File: config.mk
export PLATFORM = sky130hd
export DESIGN_NAME = vcsr_filter_lane
export DESIGN_NICKNAME = d
export VERILOG_FILES = /design/src/design/vcsr_pkg.sv /design/src/design/vcsr_filter_lane.sv
export SDC_FILE = /design/constraint.sdc
export NUM_CORES = 1
export LEC_CHECK = 0
export ABC_AREA = 1
export BUFFER_PORTS_ARGS = -buffer_cell sky130_fd_sc_hd__buf_2
export CAP_MARGIN = 5
export CORE_MARGIN = 10
export CORE_UTILIZATION = 58
export CTS_BUF_LIST = sky130_fd_sc_hd__clkbuf_2 sky130_fd_sc_hd__clkbuf_4 sky130_fd_sc_hd__clkbuf_8
export CTS_CLUSTER_SIZE = 24
export DETAILED_ROUTE_END_ITERATION = 10
export GPL_ROUTABILITY_DRIVEN = 0
export PLACE_DENSITY_LB_ADDON = 0.15
export SETUP_SLACK_MARGIN = 0.2
export SYNTH_ARGS = -nofsm -noshare
export SYNTH_HDL_FRONTEND = slang
export SYNTH_SLANG_ARGS = --single-unit
File: constraint.sdc
create_clock -name clk -period 9 [get_ports clk]
set_input_delay 0 -clock clk [delete_from_list [all_inputs] [get_ports clk]]
set_output_delay 0 -clock clk [all_outputs]
set_load 0.01 [all_outputs]
File: src/design/vcsr_pkg.sv
`default_nettype none
package vcsr_pkg;

	// Field widths of the command and result transactions.
	localparam int VEL_WIDTH        = 16;
	localparam int ANGLE_WIDTH      = 16;
	localparam int ROTATE_STEPS_DEF = 16;

	// Derived arithmetic widths.
	localparam int EXTRA_FRAC   = 8;
	localparam int ALPHA_W      = 16;
	localparam int FILT_W       = VEL_WIDTH + EXTRA_FRAC;
	localparam int ROT_W        = FILT_W + 3;
	localparam int ANG_ACC_W    = 32;
	localparam int ATAN_ENTRIES = 24;
	localparam int ATAN_IDX_W   = $clog2(ATAN_ENTRIES);
	localparam int GAIN_Q16     = 39797;
	localparam int GAIN_W       = 16;

	typedef struct packed {
		logic signed [VEL_WIDTH-1:0]   vel_x_in;
		logic signed [VEL_WIDTH-1:0]   vel_y_in;
		logic signed [VEL_WIDTH-1:0]   vel_z_in;
		logic signed [VEL_WIDTH-1:0]   yaw_rate_in;
		logic        [ANGLE_WIDTH-1:0] heading;
	} vcsr_in_t;

	typedef struct packed {
		logic signed [VEL_WIDTH-1:0] vel_x_out;
		logic signed [VEL_WIDTH-1:0] vel_y_out;
		logic signed [VEL_WIDTH-1:0] vel_z_out;
		logic signed [VEL_WIDTH-1:0] yaw_rate_out;
	} vcsr_out_t;

	// Filter lane control: mul launches the product, upd commits the store.
	typedef struct packed {
		logic mul;
		logic upd;
	} vcsr_filt_ctl_t;

	// Arctangent of 2^-i as a 32-bit binary angle.
	function automatic logic [ANG_ACC_W-1:0] atan_entry(input logic [ATAN_IDX_W-1:0] idx);
		logic [ANG_ACC_W-1:0] v;
		case (idx)
			5'd0:    v = 32'd536870912;
			5'd1:    v = 32'd316933406;
			5'd2:    v = 32'd167458907;
			5'd3:    v = 32'd85004756;
			5'd4:    v = 32'd42667331;
			5'd5:    v = 32'd21354465;
			5'd6:    v = 32'd10679838;
			5'd7:    v = 32'd5340245;
			5'd8:    v = 32'd2670163;
			5'd9:    v = 32'd1335087;
			5'd10:   v = 32'd667544;
			5'd11:   v = 32'd333772;
			5'd12:   v = 32'd166886;
			5'd13:   v = 32'd83443;
			5'd14:   v = 32'd41722;
			5'd15:   v = 32'd20861;
			5'd16:   v = 32'd10430;
			5'd17:   v = 32'd5215;
			5'd18:   v = 32'd2608;
			5'd19:   v = 32'd1304;
			5'd20:   v = 32'd652;
			5'd21:   v = 32'd326;
			5'd22:   v = 32'd163;
			5'd23:   v = 32'd81;
			default: v = '0;
		endcase
		return v;
	endfunction

endpackage
`default_nettype wire

File: src/design/vcsr_filter_lane.sv
`default_nettype none
module vcsr_filter_lane (
	input  wire                                  clk,
	input  wire                                  arst_n,
	input  vcsr_pkg::vcsr_filt_ctl_t             ctl,
	input  wire  [vcsr_pkg::ALPHA_W-1:0]         keep,
	input  wire  signed [vcsr_pkg::VEL_WIDTH-1:0] cmd,
	output logic signed [vcsr_pkg::FILT_W-1:0]   filt
);
	import vcsr_pkg::*;

	localparam int PROD_W = FILT_W + 1 + ALPHA_W + 1;
	localparam logic signed [PROD_W-1:0] ROUND_C = PROD_W'(2 ** (ALPHA_W - 1));

	logic signed [FILT_W-1:0] store_q;
	logic signed [FILT_W-1:0] cmd_sh;
	logic signed [FILT_W:0]   diff;
	logic signed [PROD_W-1:0] prod;
	logic signed [PROD_W-1:0] prod_s1;
	logic signed [PROD_W-1:0] rnd;

	// f*a + c*(1-a) is rewritten as (f - c)*a + c, so one multiplier serves.
	assign cmd_sh = {cmd, {EXTRA_FRAC{1'b0}}};
	assign diff   = (FILT_W + 1)'(store_q) - (FILT_W + 1)'(cmd_sh);
	assign prod   = PROD_W'(diff) * PROD_W'(signed'({1'b0, keep}));
	assign rnd    = (prod_s1 + ROUND_C) >>> ALPHA_W;

	always_ff @(posedge clk) begin
		if (ctl.mul) begin
			prod_s1 <= prod;
		end
	end

	always_ff @(posedge clk or negedge arst_n) begin
		if (!arst_n) begin
			store_q <= '0;
		end else if (ctl.upd) begin
			store_q <= rnd[FILT_W-1:0] + cmd_sh;
		end
	end

	assign filt = store_q;

endmodule
`default_nettype wire

* Word-level counts from Yosys, hierarchy flattened
Cells that the tools add are included.
Word-level totals: bits in registers 64, input bits 36, output and inout port bits 24, word-level logic and storage cells 6
Cells by class: add/subtract/negate cells 3, $mul 1
Operator list (number):
- 40-bit by 17-bit adder with 40-bit output (second input constant) | 1
- 25-bit by 17-bit multiplier with 40-bit output | 1
- 24-bit by 24-bit subtractor with 25-bit output | 1
- 24-bit adder | 1

* Logic depth before layout (Yosys ltp)
word-level depth 2, gate-level depth with buffers 40, depth with buffers taken out 40

* Worst setup path after synthesis
OpenSTA, ideal clock, no wires.
path kind reg-to-reg, from reg store_q[8], in the netlist filt[8], to reg prod_s1[35] (data pin), setup time 0.252 ns, arrival 6.595 ns, required time 8.748 ns, setup slack 2.152 ns, stages on the path, launching flop included 32, path buffers 2, clock period less this slack 6.848 ns, path through dfrtp_1 -> inv_1 -> ha_1 -> fa_1 -> inv_1 -> nand2_1 -> nand2_1 -> nand3_1 -> nand2_2 -> nand2_1 -> nand3_1 -> nand2_1 -> buf_2 -> nor2_1 -> fa_1 -> fa_1 -> buf_2 -> inv_1 -> or2_2 -> nand2_1 -> xor2_1 -> fa_1 -> fa_1 -> inv_1 -> fa_1 -> inv_1 -> ha_1 -> a21o_1 -> or2_2 -> nor3_1 -> a21o_1 -> nand2_1
On the way: longest elaborated chain between the ends 2
RTL lines:
- start: declaration | RTL line vcsr_filter_lane.sv:15 | logic signed [FILT_W-1:0] store_q;
- start signal: assignment | RTL line vcsr_filter_lane.sv:38 | store_q <= rnd[FILT_W-1:0] + cmd_sh;
- 24-bit by 24-bit subtractor with 25-bit output | RTL line vcsr_filter_lane.sv:24 | assign diff = (FILT_W + 1)'(store_q) - (FILT_W + 1)'(cmd_sh);
- 25-bit by 17-bit multiplier with 40-bit output | RTL line vcsr_filter_lane.sv:25 | assign prod = PROD_W'(diff) * PROD_W'(signed'({1'b0, keep}));
- via prod[35] | RTL line vcsr_filter_lane.sv:18 | logic signed [PROD_W-1:0] prod;
- end signal: assignment | RTL line vcsr_filter_lane.sv:30 | prod_s1 <= prod;
- end: declaration | RTL line vcsr_filter_lane.sv:19 | logic signed [PROD_W-1:0] prod_s1;
The timed path passes the listed nets, and every way through them passes these cells. A chain may end at the register's enable or synchronous reset.

* Final worst setup path
from reg store_q[8], in the netlist filt[8], to reg prod_s1[37] (data pin)
Same word-level chain as after synthesis.

==> flow_summary.json <==
{
  "worstSetupPathType": "reg -> reg",
  "seq_area_mm2": 0.001351,
  "grt_max_degree": 27,
  "layout_common_cells": "inv_1 (659), nand2_1 (510), fa_1 (372), nor2_1 (233), ha_1 (131)",
  "h-tree-depth": 2,
  "r2r_setup_slack_ns": 1.22,
  "synth_fp_nets": 2985,
  "tightest_slew_ns": 1.023,
  "final_common_cell": "inv_1",
  "cpMostUsedCell": "fa_1",
  "synth_seq_area_share": 0.07278,
  "worstPathArrival_ns": 7.85,
  "area_delta_synth_final_pct": 3.747,
  "avgSynthCellArea_um2": 7.591,
  "rsz0062_at_grt": "false",
  "crit_fanout": 11,
  "core-area_mm2": 0.03156,
  "cts_setup_buffers": 0,
  "start_util": 0.5884,
  "viasPerCell": 5.558,
  "finalHoldViolations": 0,
  "vias": 15868,
  "clk_pin_slew_worst_paths_ns": 0.10,
  "first_global_vias": 16765,
  "relSlewSlack": 0.3179,
  "fmax_mhz": 128.5,
  "fin_nets": 2990,
  "multiInputGateArea_mm2": 0.01444,
  "endpoint_kind": "flip-flop",
  "drive_gt1_frac": 0.04772,
  "hold_path_class": "in -> reg",
  "ctsLongestPathBuffers": 2,
  "io_pins": 60,
  "antenna_found_initial": 0,
  "status": "completed",
  "synth_edf_count": 25,
  "reg2regPathDepth": 30,
  "period_share": 0.8648,
  "die_area_mm2": 0.03957,
  "cts_tree": "yes",
  "ys_warn_count": 0,
  "insertion_delay_ns": 0.33,
  "grt_pass1_wl_um": 86860,
  "cts_buffers": 5,
  "finalWirelength_um": 53680,
  "required_ns": 9.07,
  "worstReg2RegEnd": "prod_s1[37]",
  "synth_cell_type_count": 53,
  "setup_viol": 0,
  "final_max_slew_viol_count": 0,
  "endpoint": "prod_s1[37]",
  "crit_start": "filt[8]",
  "synth_ff_type": "edfxtp_1",
  "min_delay_path_depth": 4,
  "grt_usage": 0.2812,
  "grt_remaining_overflow": 0,
  "cts.sinks": 49,
  "drc": 0,
  "critPathMaxStageDelay_ns": 0.84,
  "fin_worst_skew_ns": 0.01815,
  "synth_area_leaders": "fa_1 (40%), inv_1 (13%), nand2_1 (10%)",
  "rows": 65,
  "firstDrtPassIters": 6,
  "die_width_um": 198.9,
  "dp_hpwl_um": 44650,
  "drv_cap": 0,
  "synth_seq_cells": 49,
  "worst_setup_path_start_kind": "flip-flop",
  "dr.first_iter.drc_count": 1424,
  "netlist_instances": 2446,
  "wl_per_cell_um": 18.80,
  "cts_root_buffer": "clkbuf_8",
  "yosys.area.top_type": "fa_1",
  "r2r_start": "filt[8]",
  "fin_tns_setup_ns": 0,
  "die_h_um": 198.9,
  "netlist_area_mm2": 0.01857,
  "antenna_left": 0,
  "nFillCells": 2917,
  "crit_path_top_delay_cell": "fa_1",
  "min_period_ns": 7.783,
  "synth.top_cell.area_share": 0.4011,
  "synthArstFlopShare": 0.4898,
  "port_buffers": 59
}
cell usage after synthesis (13+ instances only):
library cell / n
nand3_1: 121
a21o_1: 13
nor2_1: 233
o21ai_0: 46
xor2_1: 31
fa_1: 372
edfxtp_1: 25
a21oi_1: 70
clkbuf_1: 58
xnor2_1: 17
ha_1: 131
nand4_1: 13
nand2_1: 510
nor3_1: 15
dfrtp_1: 24
inv_1: 659
how the worst min path moves through the flow:
stage           start        to  slack (ns)
2_1_floorplan  arst_n   filt[0]       -0.30
3_3_place_gp   arst_n  filt[21]        0.05
3_5_place_dp   arst_n  filt[21]        0.05
4_1_cts        cmd[0]   filt[8]        0.05
5_1_grt        cmd[0]   filt[8]        0.08
6_report       cmd[0]   filt[8]        0.05
metal layers:
metal | GRT usage | vias to the layer above | wire length, um
li1 | - | 7178 | -
met1 | 0.3614 | 7790 | 21520
met2 | 0.4691 | 744 | 25230
met3 | 0.03599 | 156 | 4402
met4 | 0.1195 | 0 | 2521
met5 | 0 | - | 0
worst max-delay path, delay by kind of cell, from the launching register on:
kind                       cells  cell delay, ns
buffers and inverters          5            0.41
AOI/OAI and AO/OA              4            0.73
and+or+nand+nor               11            1.90
DFF                            1            0.35
xor gates and xnor gates       2            0.36
adders and majority gates      8            3.79
flip-flops by register name, indices dropped and copies added (netlist names):
| register | flops |
|---|---|
| prod_s1 | 25 |
| filt | 24 |
area by class of cell:
| class | instances | share of cell area |
|---|---|---|
| diodes | 1 | 0.0001299 |
| inverters | 668 | 0.1302 |
| well taps | 402 | 0.02611 |
| flip-flops and latches | 49 | 0.07015 |
| multi-input cells | 1662 | 0.7497 |
| clock inverters | 3 | 0.002403 |
| clock buffers | 5 | 0.003572 |
| repair buffers | 65 | 0.01780 |
metrics by stage:
stage	hold WS, ns	instances	utilization	setup slack, ns	area [um^2]
after global placement	0.05093	2845	0.6064	1.518	19140
after floorplan	-0.2956	2446	-	2.152	18570
after CTS	0.05287	2854	0.6104	1.303	19260
after detailed placement	0.05410	2845	0.6064	1.310	19140
after global routing	0.08395	2854	0.6104	0.6179	19260
final	0.04845	2855	0.6105	1.217	19260
repair_timing:
| action | CTS | global route |
|---|---|---|
| hold endpoints to repair | 24 | 0 |
| hold buffers | 1 | 0 |
| gates resized for setup | 0 | 0 |
logic make-up (layout without fill, tap and decap cells):
kind of cell | count (synthesis) | in the layout | synth area share
buf+inv | 735 | 741 | 0.1495
xor+xnor | 50 | 50 | 0.02439
flops | 49 | 49 | 0.07278
fa+ha+maj | 503 | 503 | 0.4894
simple gates | 940 | 940 | 0.2113
compound gates | 169 | 169 | 0.05269
other cells | 0 | 1 | 0
Power is not shown: default switching activity piles up to over one toggle a cycle in this logic, so the estimate is an artifact.
