## src/design/vcsr_pkg.sv

```systemverilog
`default_nettype none
package vcsr_pkg;

	// Field widths of the command and result transactions.
	localparam int VEL_WIDTH        = 16;
	localparam int ANGLE_WIDTH      = 16;
	localparam int ROTATE_STEPS_DEF = 16;

	// Derived arithmetic widths.
	localparam int EXTRA_FRAC   = 8;
	localparam int ALPHA_W      = 16;
	localparam int FILT_W       = VEL_WIDTH + EXTRA_FRAC;
	localparam int ROT_W        = FILT_W + 3;
	localparam int ANG_ACC_W    = 32;
	localparam int ATAN_ENTRIES = 24;
	localparam int ATAN_IDX_W   = $clog2(ATAN_ENTRIES);
	localparam int GAIN_Q16     = 39797;
	localparam int GAIN_W       = 16;

	typedef struct packed {
		logic signed [VEL_WIDTH-1:0]   vel_x_in;
		logic signed [VEL_WIDTH-1:0]   vel_y_in;
		logic signed [VEL_WIDTH-1:0]   vel_z_in;
		logic signed [VEL_WIDTH-1:0]   yaw_rate_in;
		logic        [ANGLE_WIDTH-1:0] heading;
	} vcsr_in_t;

	typedef struct packed {
		logic signed [VEL_WIDTH-1:0] vel_x_out;
		logic signed [VEL_WIDTH-1:0] vel_y_out;
		logic signed [VEL_WIDTH-1:0] vel_z_out;
		logic signed [VEL_WIDTH-1:0] yaw_rate_out;
	} vcsr_out_t;

	// Filter lane control: mul launches the product, upd commits the store.
	typedef struct packed {
		logic mul;
		logic upd;
	} vcsr_filt_ctl_t;

	// Arctangent of 2^-i as a 32-bit binary angle.
	function automatic logic [ANG_ACC_W-1:0] atan_entry(input logic [ATAN_IDX_W-1:0] idx);
		logic [ANG_ACC_W-1:0] v;
		case (idx)
			5'd0:    v = 32'd536870912;
			5'd1:    v = 32'd316933406;
			5'd2:    v = 32'd167458907;
			5'd3:    v = 32'd85004756;
			5'd4:    v = 32'd42667331;
			5'd5:    v = 32'd21354465;
			5'd6:    v = 32'd10679838;
			5'd7:    v = 32'd5340245;
			5'd8:    v = 32'd2670163;
			5'd9:    v = 32'd1335087;
			5'd10:   v = 32'd667544;
			5'd11:   v = 32'd333772;
			5'd12:   v = 32'd166886;
			5'd13:   v = 32'd83443;
			5'd14:   v = 32'd41722;
			5'd15:   v = 32'd20861;
			5'd16:   v = 32'd10430;
			5'd17:   v = 32'd5215;
			5'd18:   v = 32'd2608;
			5'd19:   v = 32'd1304;
			5'd20:   v = 32'd652;
			5'd21:   v = 32'd326;
			5'd22:   v = 32'd163;
			5'd23:   v = 32'd81;
			default: v = '0;
		endcase
		return v;
	endfunction

endpackage
`default_nettype wire

```

## src/design/vcsr_rotate.sv

```systemverilog
`default_nettype none
module vcsr_rotate #(
	parameter int ROTATE_STEPS = vcsr_pkg::ROTATE_STEPS_DEF
) (
	input  wire                                    clk,
	input  wire                                    arst_n,
	input  wire                                    start,
	input  wire  signed [vcsr_pkg::FILT_W-1:0]     x0,
	input  wire  signed [vcsr_pkg::FILT_W-1:0]     y0,
	input  wire  [vcsr_pkg::ANGLE_WIDTH-1:0]       heading,
	output logic                                   done,
	output logic signed [vcsr_pkg::ROT_W-1:0]      x,
	output logic signed [vcsr_pkg::ROT_W-1:0]      y
);
	import vcsr_pkg::*;

	logic signed [ROT_W-1:0]     x_q;
	logic signed [ROT_W-1:0]     y_q;
	logic signed [ANG_ACC_W-1:0] z_q;
	logic [ATAN_IDX_W-1:0]       cnt_q;
	logic                        busy_q;
	logic                        done_q;

	logic [ANG_ACC_W-1:0]    ang;
	logic                    fold;
	logic signed [ROT_W-1:0] x_ext;
	logic signed [ROT_W-1:0] y_ext;
	logic signed [ROT_W-1:0] dx;
	logic signed [ROT_W-1:0] dy;
	logic [ANG_ACC_W-1:0]    atan_v;

	assign ang    = {heading, {(ANG_ACC_W - ANGLE_WIDTH){1'b0}}};
	// Angles in the second and third quadrants are folded by a half turn.
	assign fold   = ang[ANG_ACC_W-1] ^ ang[ANG_ACC_W-2];
	assign x_ext  = ROT_W'(x0);
	assign y_ext  = ROT_W'(y0);
	assign dx     = y_q >>> cnt_q;
	assign dy     = x_q >>> cnt_q;
	assign atan_v = atan_entry(cnt_q);

	always_ff @(posedge clk) begin
		if (start) begin
			x_q <= fold ? -x_ext : x_ext;
			y_q <= fold ? -y_ext : y_ext;
			z_q <= signed'({ang[ANG_ACC_W-1] ^ fold, ang[ANG_ACC_W-2:0]});
		end else if (busy_q) begin
			if (!z_q[ANG_ACC_W-1]) begin
				x_q <= x_q - dx;
				y_q <= y_q + dy;
				z_q <= z_q - signed'(atan_v);
			end else begin
				x_q <= x_q + dx;
				y_q <= y_q - dy;
				z_q <= z_q + signed'(atan_v);
			end
		end
	end

	always_ff @(posedge clk or negedge arst_n) begin
		if (!arst_n) begin
			cnt_q  <= '0;
			busy_q <= 1'b0;
			done_q <= 1'b0;
		end else begin
			done_q <= 1'b0;
			if (start) begin
				cnt_q  <= '0;
				busy_q <= 1'b1;
			end else if (busy_q) begin
				cnt_q <= cnt_q + 1'b1;
				if (cnt_q == ATAN_IDX_W'(ROTATE_STEPS - 1)) begin
					busy_q <= 1'b0;
					done_q <= 1'b1;
				end
			end
		end
	end

	assign done = done_q;
	assign x    = x_q;
	assign y    = y_q;

endmodule
`default_nettype wire

```

## config.mk

```make
export PLATFORM = sky130hd
export DESIGN_NAME = vcsr_rotate
export DESIGN_NICKNAME = d
export VERILOG_FILES = /design/src/design/vcsr_pkg.sv /design/src/design/vcsr_rotate.sv
export SDC_FILE = /design/constraint.sdc
export NUM_CORES = 1
export LEC_CHECK = 0
export CORE_MARGIN = 3
export CORE_UTILIZATION = 45
export CTS_BUF_LIST = sky130_fd_sc_hd__clkbuf_4 sky130_fd_sc_hd__clkbuf_8
export CTS_CLUSTER_DIAMETER = 50
export DETAILED_ROUTE_END_ITERATION = 8
export DONT_BUFFER_PORTS = 1
export MAX_ROUTING_LAYER = met4
export PLACE_DENSITY = 0.56
export REMOVE_ABC_BUFFERS = 1
export SLEW_MARGIN = 0
export SYNTH_ARGS = -nofsm -noshare
export SYNTH_HDL_FRONTEND = slang
export SYNTH_SLANG_ARGS = --single-unit
```

## constraint.sdc

```tcl
create_clock -name clk -period 7.8 [get_ports clk]
set_input_delay 1.56 -clock clk [delete_from_list [all_inputs] [get_ports clk]]
set_output_delay 1.56 -clock clk [all_outputs]
set_load 0.05 [all_outputs]
```

# After elaboration in Yosys (flattened, before gate mapping)
# Memory sizes are Yosys's and may differ from the RTL's.
# Index checks and enable logic that the tools add are counted.
totals:
  ff_bits: 93
  mem_bits_ro: 960
  out_inout_bits: 55
  memories: 1
mem_list:
  columns: ["name", "depth", "width", "rd", "rd_ports_with_merged_regs", "wr", "line", "rtl"]
  rows:
  - ["(no name shown)", 32, 30, 1, 0, 0, "vcsr_pkg.sv:44", "case (idx)"]
op_classes:
  addsub: 9
  n_eq_ne: 1
  shift: 2
  mux: 19
  n_bitwise: 2
  reduce_logical: 1
op_table:
  columns: ["op", "count"]
  rows:
  - ["2-to-1 mux 27 bit", 8]
  - ["2-to-1 mux 32 bit", 3]
  - ["adder 27 bit", 2]
  - ["negation 24 -> 27 bit", 2]
  - [">>> shifter 27 x 5 -> 27 bit", 2]
  - ["subtractor 27 bit", 2]
  - ["adder 32 bit", 1]
  - ["subtractor 32 bit", 1]
  - ["2-to-1 mux 5 bit", 2]
  - ["2-to-1 mux 1 bit", 6]
  - ["adder 5 x 1 -> 5 bit (second input constant)", 1]
  - ["equality test 5 x 4 -> 1 bit (second input constant)", 1]
  - ["nonzero test 2 bit", 1]
  - ["bitwise XOR 1 bit", 2]

# Logic depth before layout (Yosys ltp)
logic_depth:
  depth_word: 5
  depth_mapped: 28
  ltp_nobuf: 23

# Least setup slack after synthesis
# OpenSTA, ideal clock, no wires.
synth_path:
  path_kind: "register to register"
  startpoint: "register cnt_q[0]"
  endpoint: "register z_q[30] (data pin)"
  setup_ps: 267
  arrival_time_ps: 5927
  t_required_ps: 7533
  path_slack_ps: 1606
  stages_incl_launch_ff: 27
  n_path_buf: 7
  synth_period_minus_slack_ps: 6194
  cell_sequence: "dfrtp_1 -> buf_6 -> buf_12 -> buf_2 -> buf_4 -> buf_6 -> inv_1 -> ha_1 -> buf_1 -> mux4_2 -> a21oi_1 -> nor4bb_1 -> nand3_1 -> nor2_1 -> a21o_1 -> buf_2 -> xnor2_1 -> ha_1 -> and2_1 -> or3b_2 -> nor4bb_1 -> o31ai_1 -> a31oi_1 -> a21oi_1 -> a31oi_1 -> xnor2_1 -> o21ai_0"
synth_via:
  elab_chain_cells: 5
  elab_cells_between_ends: 6
  classes_between: "add/sub (2); mux (3); memory (1)"
synth_rtl:
  columns: ["item", "line", "rtl"]
  rows:
  - ["start, declared", "vcsr_rotate.sv:20", "logic [ATAN_IDX_W-1:0] cnt_q;"]
  - ["start signal, assigned", "vcsr_rotate.sv:70", "cnt_q <= cnt_q + 1'b1;"]
  - ["memory (32 x 30 bit) (*)", null, null]
  - ["subtractor 32 bit / adder 32 bit (equally long branches)", "vcsr_rotate.sv:50, vcsr_rotate.sv:54", null]
  - ["2-to-1 mux 32 bit (*)", "vcsr_rotate.sv:47", "if (!z_q[ANG_ACC_W-1]) begin"]
  - ["2-to-1 mux 32 bit (*)", "vcsr_rotate.sv:46", "end else if (busy_q) begin"]
  - ["2-to-1 mux 32 bit (*)", "vcsr_rotate.sv:42", "if (start) begin"]
  - ["end signal, assigned", "vcsr_rotate.sv:45", "z_q <= signed'({ang[ANG_ACC_W-1] ^ fold, ang[ANG_ACC_W-2:0]});"]
  - ["end signal, assigned", "vcsr_rotate.sv:50", "z_q <= z_q - signed'(atan_v);"]
  - ["end signal, assigned", "vcsr_rotate.sv:54", "z_q <= z_q + signed'(atan_v);"]
  - ["end, declared", "vcsr_rotate.sv:19", "logic signed [ANG_ACC_W-1:0] z_q;"]
# Every way passes the cells marked *; elsewhere a longest branch is shown, timed or not. The select of a mux whose other input is x is not followed.
# A chain may end at the register's enable or synchronous reset.

# Worst setup path in the final report
# Ends and elaborated chain as after synthesis.

==> results.cfg <==
[logic_synthesis]
synth_flop_cell = edfxtp_1
synth_top_area_share = 0.144
ys_seq_area_frac = 0.178
syn_area_per_cell_um2 = 8.09
yosysWarnings = 0
ys_types = 89
synth.most_common_cell = nand2_1
yosys-top-cells-area = edfxtp_1, ha_1, mux4_2
ys_ff_latch = 93
yosys.area.top_type = edfxtp_1
ys_top_cells_by_count = nand2_1, a21oi_1, nor2_1, o21ai_0, xnor2_1
ys_async_sr_fraction = 0.0753
syn-cell-area_um2 = 14600
synthCells = 1804
synth_edf_count = 70

[die]
core_um2 = 31800
rows = 65
pin_count = 122
die_y_um = 186
initial_core_util = 0.459
dieWidth_um = 186
die_area_um2 = 34600

[routing]
dr.first_iter.drc_count = 1166
via_per_inst = 6.30
ant_nets = 0
wirelength_mm = 47.8
post_drt_wl_per_cell_um = 22.0
drt_pass1_iterations = 9
drc = 0
vias = 13700

[flow_run]
maxCapViolCount = 0

[timing]
tns_ps = 0
max_freq_mhz = 147
fin_skew_ps = 22.7
layout_min_cycle_time_ps = 6790
hold_viol = 0
setup_viol = 0
drv_slew = 0
relSlewSlack = 0.301
worst_slew_pin_slew_ps = 1050
fin_crit_sh = 0.870
rsz0062_at_grt = false

[setup_path]
critPathKind = reg -> reg
reg2regPathDepth = 19
critPathCaptureType = flip-flop
worstSetupStartpointType = flip-flop
critical_path_arrival_ps = 6940
cp_data_required_time_ps = 7950
crit_fanout = 46
ff2ff_setup_slack_ps = 1010

[placement]
place.detailed.hpwl_mm = 35.9
io_buffers = 0
place_congestion = 0.960

[final_layout]
drive_gt1_frac = 0.0934
final_nets = 1904
diodes = 0
utilization = 0.473
area_delta_synth_final_pct = 3.08

[clock_tree]
cts.sinks = 93
cts_buffers = 9
cts_max_path_buffers = 2
htreeDepth = 3
clk_pin_slew_ps = 120
clock-root-buffer = clkbuf_8
clk_latency_ps = 440
cts-resized-gates = 0
cts_tree = yes
cts_hold_buf = 0
cts_setup_buffers = 0

[global_routing]
grt_pass1_wl_mm = 74.5
grt_pass1_vias = 12900
globalRoute.totalOverflow = 0
antenna_found_initial = 0
grt_max_degree = 146
track_usage = 0.284

[worst_hold_path]
whs_path_depth = 2
holdCritPathClass = reg -> reg

[status]
status = finished clean
[state kept, by name, summed over array words and instances (netlist names)]
name	count
done	1
busy_q	1
x	27
z_q	32
y	27
cnt_q	5
[layout by cell type (no fill, tap or decap), types with 32 or more instances in the layout]
| cell | Yosys | routed |
|---|---|---|
| edfxtp_1 | 70 | 70 |
| o21ai_0 | 144 | 144 |
| nor3_1 | 49 | 49 |
| ha_1 | 104 | 104 |
| inv_1 | 52 | 51 |
| a31oi_1 | 32 | 32 |
| xor2_1 | 89 | 88 |
| nor2_1 | 151 | 151 |
| mux2i_1 | 48 | 48 |
| a21oi_1 | 152 | 152 |
| nand3_1 | 36 | 36 |
| mux2_2 | 36 | 36 |
| mux4_2 | 49 | 49 |
| nand2_1 | 197 | 197 |
| xnor2_1 | 109 | 108 |
[through the flow]
stage | area, um^2 | std cells | setup slack [ps] | hold WS, ps
final | 15000 | 2170 | 1010 | 483
after global placement | 14900 | 2154 | 1280 | 456
after global routing | 15000 | 2170 | 435 | 504
after detailed placement | 14900 | 2154 | 1040 | 467
after floorplan | 14100 | 1693 | -571 | 432
after CTS | 15000 | 2170 | 1040 | 485
[final timing paths]
check / from / end
max in group asynchronous: arst_n / cnt_q[2]
min in group asynchronous: arst_n / cnt_q[4]
setup / recovery: cnt_q[0] / z_q[30]
hold reg to reg: z_q[6] / z_q[6]
setup reg to reg: cnt_q[0] / z_q[30]
hold / removal: z_q[6] / z_q[6]
[critical path, stage by stage, from the launching register on]
cell and delay, ps:
dfrtp_4 860, inv_1 370, ha_1 530, mux4_2 520
a21oi_1 240, nor4bb_1 450, nand3_1 190, nor2_1 230
a21o_1 380, xnor2_1 160, ha_1 360, and2_1 180
or3b_2 460, nor4bb_1 380, o31ai_1 170, a31oi_1 390
a21oi_1 160, a31oi_1 230, xnor2_1 130, o21ai_0 80
[layer usage]
metal,share of wire,wire (um),global-route usage
met1,0.43,20800,0.365
met2,0.47,22300,0.453
met3,0.067,3200,0.0563
met4,0.033,1560,0.0891
met5,0,0,-
[kinds of logic (layout without fill, tap and decap cells)]
kind of cell	after synthesis	in the layout	share of synthesized area
xor gates and xnor gates	198	198	0.119
adders and majority gates	107	107	0.0932
muxes	142	142	0.152
and+or+nand+nor	576	576	0.187
DFF	93	93	0.178
buffers and inverters	164	95	0.0476
AOI/OAI and AO/OA	524	524	0.223
[layout make-up]
cell class	instances	area, um^2
fill	3127	16700
multi-input combinational	1547	11300
sequential	93	2610
tap	435	544
inverter	53	199
timing repair buffer	26	195
clock buffer	11	145
clock inverter	5	36.3
Power is left out: the tool's default activity adds up to more than one toggle a clock period on the data nets, which glitch-free logic cannot reach.
