File: src/design/vcsr_pkg.sv
`default_nettype none
package vcsr_pkg;

	// Field widths of the command and result transactions.
	localparam int VEL_WIDTH        = 16;
	localparam int ANGLE_WIDTH      = 16;
	localparam int ROTATE_STEPS_DEF = 16;

	// Derived arithmetic widths.
	localparam int EXTRA_FRAC   = 8;
	localparam int ALPHA_W      = 16;
	localparam int FILT_W       = VEL_WIDTH + EXTRA_FRAC;
	localparam int ROT_W        = FILT_W + 3;
	localparam int ANG_ACC_W    = 32;
	localparam int ATAN_ENTRIES = 24;
	localparam int ATAN_IDX_W   = $clog2(ATAN_ENTRIES);
	localparam int GAIN_Q16     = 39797;
	localparam int GAIN_W       = 16;

	typedef struct packed {
		logic signed [VEL_WIDTH-1:0]   vel_x_in;
		logic signed [VEL_WIDTH-1:0]   vel_y_in;
		logic signed [VEL_WIDTH-1:0]   vel_z_in;
		logic signed [VEL_WIDTH-1:0]   yaw_rate_in;
		logic        [ANGLE_WIDTH-1:0] heading;
	} vcsr_in_t;

	typedef struct packed {
		logic signed [VEL_WIDTH-1:0] vel_x_out;
		logic signed [VEL_WIDTH-1:0] vel_y_out;
		logic signed [VEL_WIDTH-1:0] vel_z_out;
		logic signed [VEL_WIDTH-1:0] yaw_rate_out;
	} vcsr_out_t;

	// Filter lane control: mul launches the product, upd commits the store.
	typedef struct packed {
		logic mul;
		logic upd;
	} vcsr_filt_ctl_t;

	// Arctangent of 2^-i as a 32-bit binary angle.
	function automatic logic [ANG_ACC_W-1:0] atan_entry(input logic [ATAN_IDX_W-1:0] idx);
		logic [ANG_ACC_W-1:0] v;
		case (idx)
			5'd0:    v = 32'd536870912;
			5'd1:    v = 32'd316933406;
			5'd2:    v = 32'd167458907;
			5'd3:    v = 32'd85004756;
			5'd4:    v = 32'd42667331;
			5'd5:    v = 32'd21354465;
			5'd6:    v = 32'd10679838;
			5'd7:    v = 32'd5340245;
			5'd8:    v = 32'd2670163;
			5'd9:    v = 32'd1335087;
			5'd10:   v = 32'd667544;
			5'd11:   v = 32'd333772;
			5'd12:   v = 32'd166886;
			5'd13:   v = 32'd83443;
			5'd14:   v = 32'd41722;
			5'd15:   v = 32'd20861;
			5'd16:   v = 32'd10430;
			5'd17:   v = 32'd5215;
			5'd18:   v = 32'd2608;
			5'd19:   v = 32'd1304;
			5'd20:   v = 32'd652;
			5'd21:   v = 32'd326;
			5'd22:   v = 32'd163;
			5'd23:   v = 32'd81;
			default: v = '0;
		endcase
		return v;
	endfunction

endpackage
`default_nettype wire

File: src/design/vcsr_merge.sv
`default_nettype none
module vcsr_merge (
	input  wire                                  clk,
	input  wire                                  arst_n,
	input  wire                                  start,
	input  wire  signed [vcsr_pkg::ROT_W-1:0]    x,
	input  wire  signed [vcsr_pkg::ROT_W-1:0]    y,
	input  wire  signed [vcsr_pkg::FILT_W-1:0]   z_f,
	input  wire  signed [vcsr_pkg::FILT_W-1:0]   w_f,
	output logic                                 pend,
	output logic                                 res_valid,
	input  wire                                  res_ready,
	output vcsr_pkg::vcsr_out_t                  res
);
	import vcsr_pkg::*;

	localparam int GP_W       = ROT_W + GAIN_W + 1;
	localparam int GAIN_SHIFT = GAIN_W + EXTRA_FRAC;
	localparam logic signed [GP_W-1:0] GAIN_C  = GP_W'(GAIN_Q16);
	localparam logic signed [GP_W-1:0] GRND_C  = GP_W'(2 ** (GAIN_SHIFT - 1));
	localparam logic signed [GP_W-1:0] PRND_C  = GP_W'(2 ** (EXTRA_FRAC - 1));
	localparam logic signed [GP_W-1:0] VMAX_C  = GP_W'(2 ** (VEL_WIDTH - 1) - 1);
	localparam logic signed [GP_W-1:0] VMIN_C  = -VMAX_C - GP_W'(1);

	function automatic logic [VEL_WIDTH-1:0] sat(input logic signed [GP_W-1:0] v);
		logic signed [GP_W-1:0] c;
		c = v;
		if (v > VMAX_C) begin
			c = VMAX_C;
		end else if (v < VMIN_C) begin
			c = VMIN_C;
		end
		return c[VEL_WIDTH-1:0];
	endfunction

	logic signed [GP_W-1:0]   px_s1;
	logic signed [GP_W-1:0]   py_s1;
	logic signed [FILT_W-1:0] z_s1;
	logic signed [FILT_W-1:0] w_s1;
	logic                     v_s1;
	vcsr_out_t                res_q;
	logic                     res_valid_q;

	logic                   out_free;
	logic signed [GP_W-1:0] rx;
	logic signed [GP_W-1:0] ry;
	logic signed [GP_W-1:0] rz;
	logic signed [GP_W-1:0] rw;

	assign out_free = !res_valid_q || res_ready;
	assign rx = (px_s1 + GRND_C) >>> GAIN_SHIFT;
	assign ry = (py_s1 + GRND_C) >>> GAIN_SHIFT;
	assign rz = (GP_W'(z_s1) + PRND_C) >>> EXTRA_FRAC;
	assign rw = (GP_W'(w_s1) + PRND_C) >>> EXTRA_FRAC;

	always_ff @(posedge clk) begin
		if (start) begin
			px_s1 <= GP_W'(x) * GAIN_C;
			py_s1 <= GP_W'(y) * GAIN_C;
			z_s1  <= z_f;
			w_s1  <= w_f;
		end
		if (v_s1 && out_free) begin
			res_q.vel_x_out    <= sat(rx);
			res_q.vel_y_out    <= sat(ry);
			res_q.vel_z_out    <= sat(rz);
			res_q.yaw_rate_out <= sat(rw);
		end
	end

	always_ff @(posedge clk or negedge arst_n) begin
		if (!arst_n) begin
			v_s1        <= 1'b0;
			res_valid_q <= 1'b0;
		end else begin
			if (start) begin
				v_s1 <= 1'b1;
			end else if (v_s1 && out_free) begin
				v_s1 <= 1'b0;
			end
			if (v_s1 && out_free) begin
				res_valid_q <= 1'b1;
			end else if (res_ready) begin
				res_valid_q <= 1'b0;
			end
		end
	end

	assign pend      = v_s1;
	assign res_valid = res_valid_q;
	assign res       = res_q;

endmodule
`default_nettype wire

File: config.mk
export PLATFORM = sky130hd
export DESIGN_NAME = vcsr_merge
export DESIGN_NICKNAME = d
export VERILOG_FILES = /design/src/design/vcsr_pkg.sv /design/src/design/vcsr_merge.sv
export SDC_FILE = /design/constraint.sdc
export NUM_CORES = 1
export LEC_CHECK = 0
export ABC_AREA = 1
export BUFFER_PORTS_ARGS = -buffer_cell sky130_fd_sc_hd__buf_4
export CAP_MARGIN = 20
export CELL_PAD_IN_SITES_DETAIL_PLACEMENT = 1
export CELL_PAD_IN_SITES_GLOBAL_PLACEMENT = 1
export CORE_ASPECT_RATIO = 0.7
export CORE_MARGIN = 2
export CORE_UTILIZATION = 53
export CTS_CLUSTER_DIAMETER = 80
export DETAILED_ROUTE_END_ITERATION = 12
export GPL_TIMING_DRIVEN = 0
export PLACE_DENSITY = 0.95
export SLEW_MARGIN = 20
export SYNTH_ARGS = -nofsm -noshare
export SYNTH_HDL_FRONTEND = slang
export SYNTH_SLANG_ARGS = --single-unit
File: constraint.sdc
create_clock -name clk -period 11.5 [get_ports clk]
set_clock_uncertainty 0.05 [all_clocks]
set_input_delay 0.575 -clock clk [delete_from_list [all_inputs] [get_ports clk]]
set_output_delay 0.575 -clock clk [all_outputs]
set_load 0.01 [all_outputs]
After elaboration in Yosys (flattened, before gate mapping)
Index checks and enable logic that the tools add are counted.
Widths: inputs -> output; s select.
{"block": "word_totals", "register_bits": 202, "inputBits": 106, "out_inout_bits": 66}
{"block": "classes", "reduce_logical": 5, "add_sub_neg": 4, "multipliers": 2, "muxes": 8, "magnitude_cmp": 8}
{"cell": "$add 44x25->44 const B", "n": 2}
{"cell": "$mul 27x17->44 const B", "n": 2}
{"cell": "$mux 16", "n": 4}
{"cell": "$add 24x9->25 const B", "n": 2}
{"cell": "$gt 20x16->1 const B", "n": 2}
{"cell": "$lt 20x16->1 const B", "n": 2}
{"cell": "$gt 17x16->1 const B", "n": 2}
{"cell": "$lt 17x16->1 const B", "n": 2}
{"cell": "$mux 1", "n": 4}
{"cell": "$reduce_bool 2->1", "n": 2}
{"cell": "$logic_and 1x1->1", "n": 1}
{"cell": "$logic_not 1->1", "n": 1}
{"cell": "$logic_or 1x1->1", "n": 1}

Longest topological paths before layout
{"block": "depth", "ltp_word": 5, "ltp_mapped": 24, "depth_no_buf": 24}

Worst setup path after synthesis
No wires, ideal clock.
{"block": "synth_timing", "path_kind": "in2reg", "from": "in x[25] in the netlist's numbering", "to": "reg px_s1[43] (data pin)", "cell_stages": 18, "arrival_time_ps": 4743, "path_slack_ps": 6454, "cell_sequence": "inv_1 -> ha_1 -> inv_1 -> fa_1 -> fa_1 -> fa_1 -> fa_1 -> inv_1 -> fa_1 -> inv_1 -> ha_1 -> a21oi_1 -> a21boi_0 -> nand2_1 -> a21oi_1 -> nand3_1 -> nand2_1 -> nand2_1"}
{"block": "synth_via", "elab_chain_cells": 1}
{"element": "start: declaration", "line_no": "vcsr_merge.sv:6", "source": "input wire signed [vcsr_pkg::ROT_W-1:0] x,"}
{"element": "$mul 27x17->44", "line_no": "vcsr_merge.sv:58", "source": "px_s1 <= GP_W'(x) * GAIN_C;"}
{"element": "end signal: assignment", "line_no": "vcsr_merge.sv:58"}
{"element": "end: declaration", "line_no": "vcsr_merge.sv:36", "source": "logic signed [GP_W-1:0] px_s1;"}
No other way between the ends.
A chain may end at the register's enable or synchronous reset.

Worst setup path after layout
{"block": "layout_timing", "from": "in x[12] in the netlist's numbering", "to": "reg px_s1[38] (data pin)"}
The elaborated chain is that of the path after synthesis.

==> flow_metrics.env <==
export IMPL_hpwlAfterDp_um=78440
export IMPL_routed_wl_um=90290
export IMPL_n_antenna_cell=0
export IMPL_cts_htree_levels=4
export IMPL_worstReg2RegStart="w_s1[8]"
export IMPL_cts_root_buffer="clkbuf_16"
export IMPL_track_usage_pct=35.48
export IMPL_path_clk_slew_ns=0.06
export IMPL_ys_types=39
export IMPL_drt_iter0_markers=1609
export IMPL_overflow=0
export IMPL_fillers=5956
export IMPL_yosysSeqAreaShare_pct=16.03
export IMPL_dieArea_sq_mm=0.05190
export IMPL_cp_startpoint="x[12]"
export IMPL_clock_sinks=142
export IMPL_insertion_delay_ns=0.42
export IMPL_fp_dieW_um=271.4
export IMPL_boundaryPins=172
export IMPL_synth_enable_flop_cells=140
export IMPL_clk_path_buf_depth=2
export IMPL_setup_viol=0
export IMPL_ff2ff_setup_slack_ns=9.13
export IMPL_timing_setup_tns_ns=0
export IMPL_critPathCaptureType="flip-flop"
export IMPL_path_class="input port to flip-flop"
export IMPL_drv_slew=0
export IMPL_r2r_end="res[8]"
export IMPL_synth_flop_cell="edfxtp_1"
export IMPL_max_stage_delay_ns=0.65
export IMPL_numCtsBuffers=17
export IMPL_yosysWarningCount=0
export IMPL_rsz0062_at_grt="false"
export IMPL_grt_antenna_before_repair=1
export IMPL_postLayoutCoreUtil_pct=59.15
export IMPL_cp_arrival_ns=6.17
export IMPL_crit_slowest_cell="nor4_1"
export IMPL_cp_buffers_inverters=5
export IMPL_nets=4178
export IMPL_synth_nets=3999
export IMPL_chipHeight_um=191.2
export IMPL_min_to="w_s1[9]"
export IMPL_worst_path_max_fanout=8
export IMPL_yosys_area_top_type="fa_1"
export IMPL_globalplace_congestion=0.9546
export IMPL_min_from="w_f[9]"
export IMPL_synth_area_leaders="fa_1, ha_1, edfxtp_1, inv_1, nand2_1"
export IMPL_async_reset_ff_share_pct=1.408
export IMPL_syn2layout_area_growth_pct=9.991
export IMPL_cp_data_required_time_ns=11.62
export IMPL_synthCells=3099
export IMPL_hp_class="input port to flip-flop"
export IMPL_finalHoldViolations=0
export IMPL_status="completed"
export IMPL_drt_wirelength_per_cell_um=22.82
export IMPL_reg2reg_depth=9
export IMPL_worstPathCellList="buf_4, ha_1, xnor2_1, o21ai_0, inv_1, fa_1, inv_1, fa_1, fa_1, inv_1, fa_1, inv_1, ha_1, nand2_1, nor4_1, nand4_1, nand4_1, nand2_1"
export IMPL_slew_headroom_pct=32.36
export IMPL_synthesis_area_sq_mm=0.02654
export IMPL_antenna_left=0
export IMPL_ys_ff_latch=142
export IMPL_grt_pass1_vias=25777
export IMPL_coreArea_sq_mm=0.04935
export IMPL_post_cts_buffers=0
export IMPL_start_util_pct=53.77
export IMPL_min_period_ns=6.054
export IMPL_viasPerCell=5.675
export IMPL_synth_area_per_cell_sq_um=8.563
export IMPL_max_freq_ghz=0.1652
export IMPL_cp_start_kind="input port"
export IMPL_drc=0
export IMPL_drive_gt1_share_pct=6.624
export IMPL_synth_top_area_share_pct=27.24
export IMPL_period_share_pct=52.64
export IMPL_cts_tree="done"
export IMPL_grt_pass1_wl_um=142300
export IMPL_grt_max_degree=78
export IMPL_crit_family="adder cells"
export IMPL_cap_violations=0
export IMPL_vias=22451
export IMPL_min_delay_path_depth=1
export IMPL_worstMarginPinSlew_ns=1.015
export IMPL_dr_pass1_iters=7
export IMPL_path_depth=18
export IMPL_rows=68
export IMPL_io_buffers=157
## per-layer routing
layer	vias up	routed length (um)	share of wire (%)	GRT usage, %
met1	11231	37630	42	45.64
met5	-	13	0.014	0
met3	298	6477	7.2	5.854
met2	1023	42810	47	60.51
met4	2	3363	3.7	13.08
li1	9897	-	-	-
## cell type report
class	instances	area, sq um	share of cell area, %
Multi-Input combinational cell	2125	19130	65.55
Timing Repair Buffer	160	1244	4.261
Clock buffer	24	471.7	1.616
Inverter	826	3100	10.62
Sequential cell	142	4254	14.58
Buffer	6	61.31	0.2101
Clock inverter	8	92.59	0.3172
Tap cell	665	832.0	2.851
## logic make-up (layout without fill, tap and decap cells)
logic type	Yosys count	in the layout	share of synthesized area, %
simple gates	924	924	14.32
buf+inv	832	1024	11.92
fa+ha+maj	794	794	47.65
compound gates	265	265	5.390
xor+xnor	142	142	4.687
flops	142	142	16.03
## how the worst max path moves through the flow
stage,to,slack (ns)
5_1_grt,px_s1[36],5.48
3_3_place_gp,px_s1[38],5.65
3_5_place_dp,px_s1[38],5.32
6_report,px_s1[38],5.45
4_1_cts,px_s1[38],5.75
2_1_floorplan,px_s1[43],6.45
## worst reg2reg max path, cell delays in order, from the launching register on
cell and delay, ns:
edfxtp_1 0.37, ha_1 0.20, nand3_1 0.15, nor2_1 0.22
nand2_1 0.19, nor2_1 0.25, xor2_1 0.10, nand2_1 0.17
buf_2 0.27, o21ai_0 0.13
## cell usage in the layout (no fill, tap or decap), types with 14 or more instances in the layout
| cell type | instances |
|---|---|
| nor3_1 | 19 |
| xnor2_1 | 60 |
| nand4_1 | 33 |
| fa_1 | 361 |
| xor2_1 | 82 |
| ha_1 | 433 |
| clkbuf_16 | 17 |
| a21oi_1 | 128 |
| nor2_1 | 189 |
| o21ai_0 | 96 |
| edfxtp_1 | 140 |
| nand3_1 | 88 |
| o21bai_1 | 14 |
| buf_4 | 157 |
| inv_1 | 826 |
| nand2_1 | 563 |
## Yosys cell counts, drive strengths merged, types with 3 or more instances
cell / number
inv: 826
nand2: 571
ha: 433
fa: 361
nor2: 198
edfxtp: 140
a21oi: 129
o21ai: 97
nand3: 91
xor2: 82
xnor2: 60
nand4: 33
nor3: 20
o21bai: 14
a21o: 6
buf: 6
o21a: 6
a21boi: 4
nor4: 4
a31oi: 3
nand3b: 3
o22ai: 3
## state kept, by name, indices dropped and copies added (netlist names)
| register | flops |
|---|---|
| res | 64 |
| px_s1 | 21 |
| py_s1 | 21 |
| w_s1 | 17 |
| z_s1 | 17 |
| pend | 1 |
| res_valid | 1 |
## repair_timing
| action | CTS | global route |
|---|---|---|
| gates resized for setup | 0 | 0 |
| hold endpoints to repair | 2 | 0 |
| hold buffers | 1 | 0 |
## metrics by stage
stage / hold slack (ns) / cells / worst slack (ns) / cell area [sq um]
final: 0.2732 / 3956 / 5.446 / 29190
after global routing: 0.2590 / 3956 / 5.478 / 29190
after CTS: 0.2633 / 3956 / 5.754 / 29190
after detailed placement: 0.3154 / 3923 / 5.315 / 28610
after global placement: 0.3078 / 3921 / 5.645 / 28550
after floorplan: 0.2294 / 3099 / 6.454 / 26540
Power is left out: the tool's default activity adds up to more than one toggle a clock period on the data nets, which glitch-free logic cannot reach.
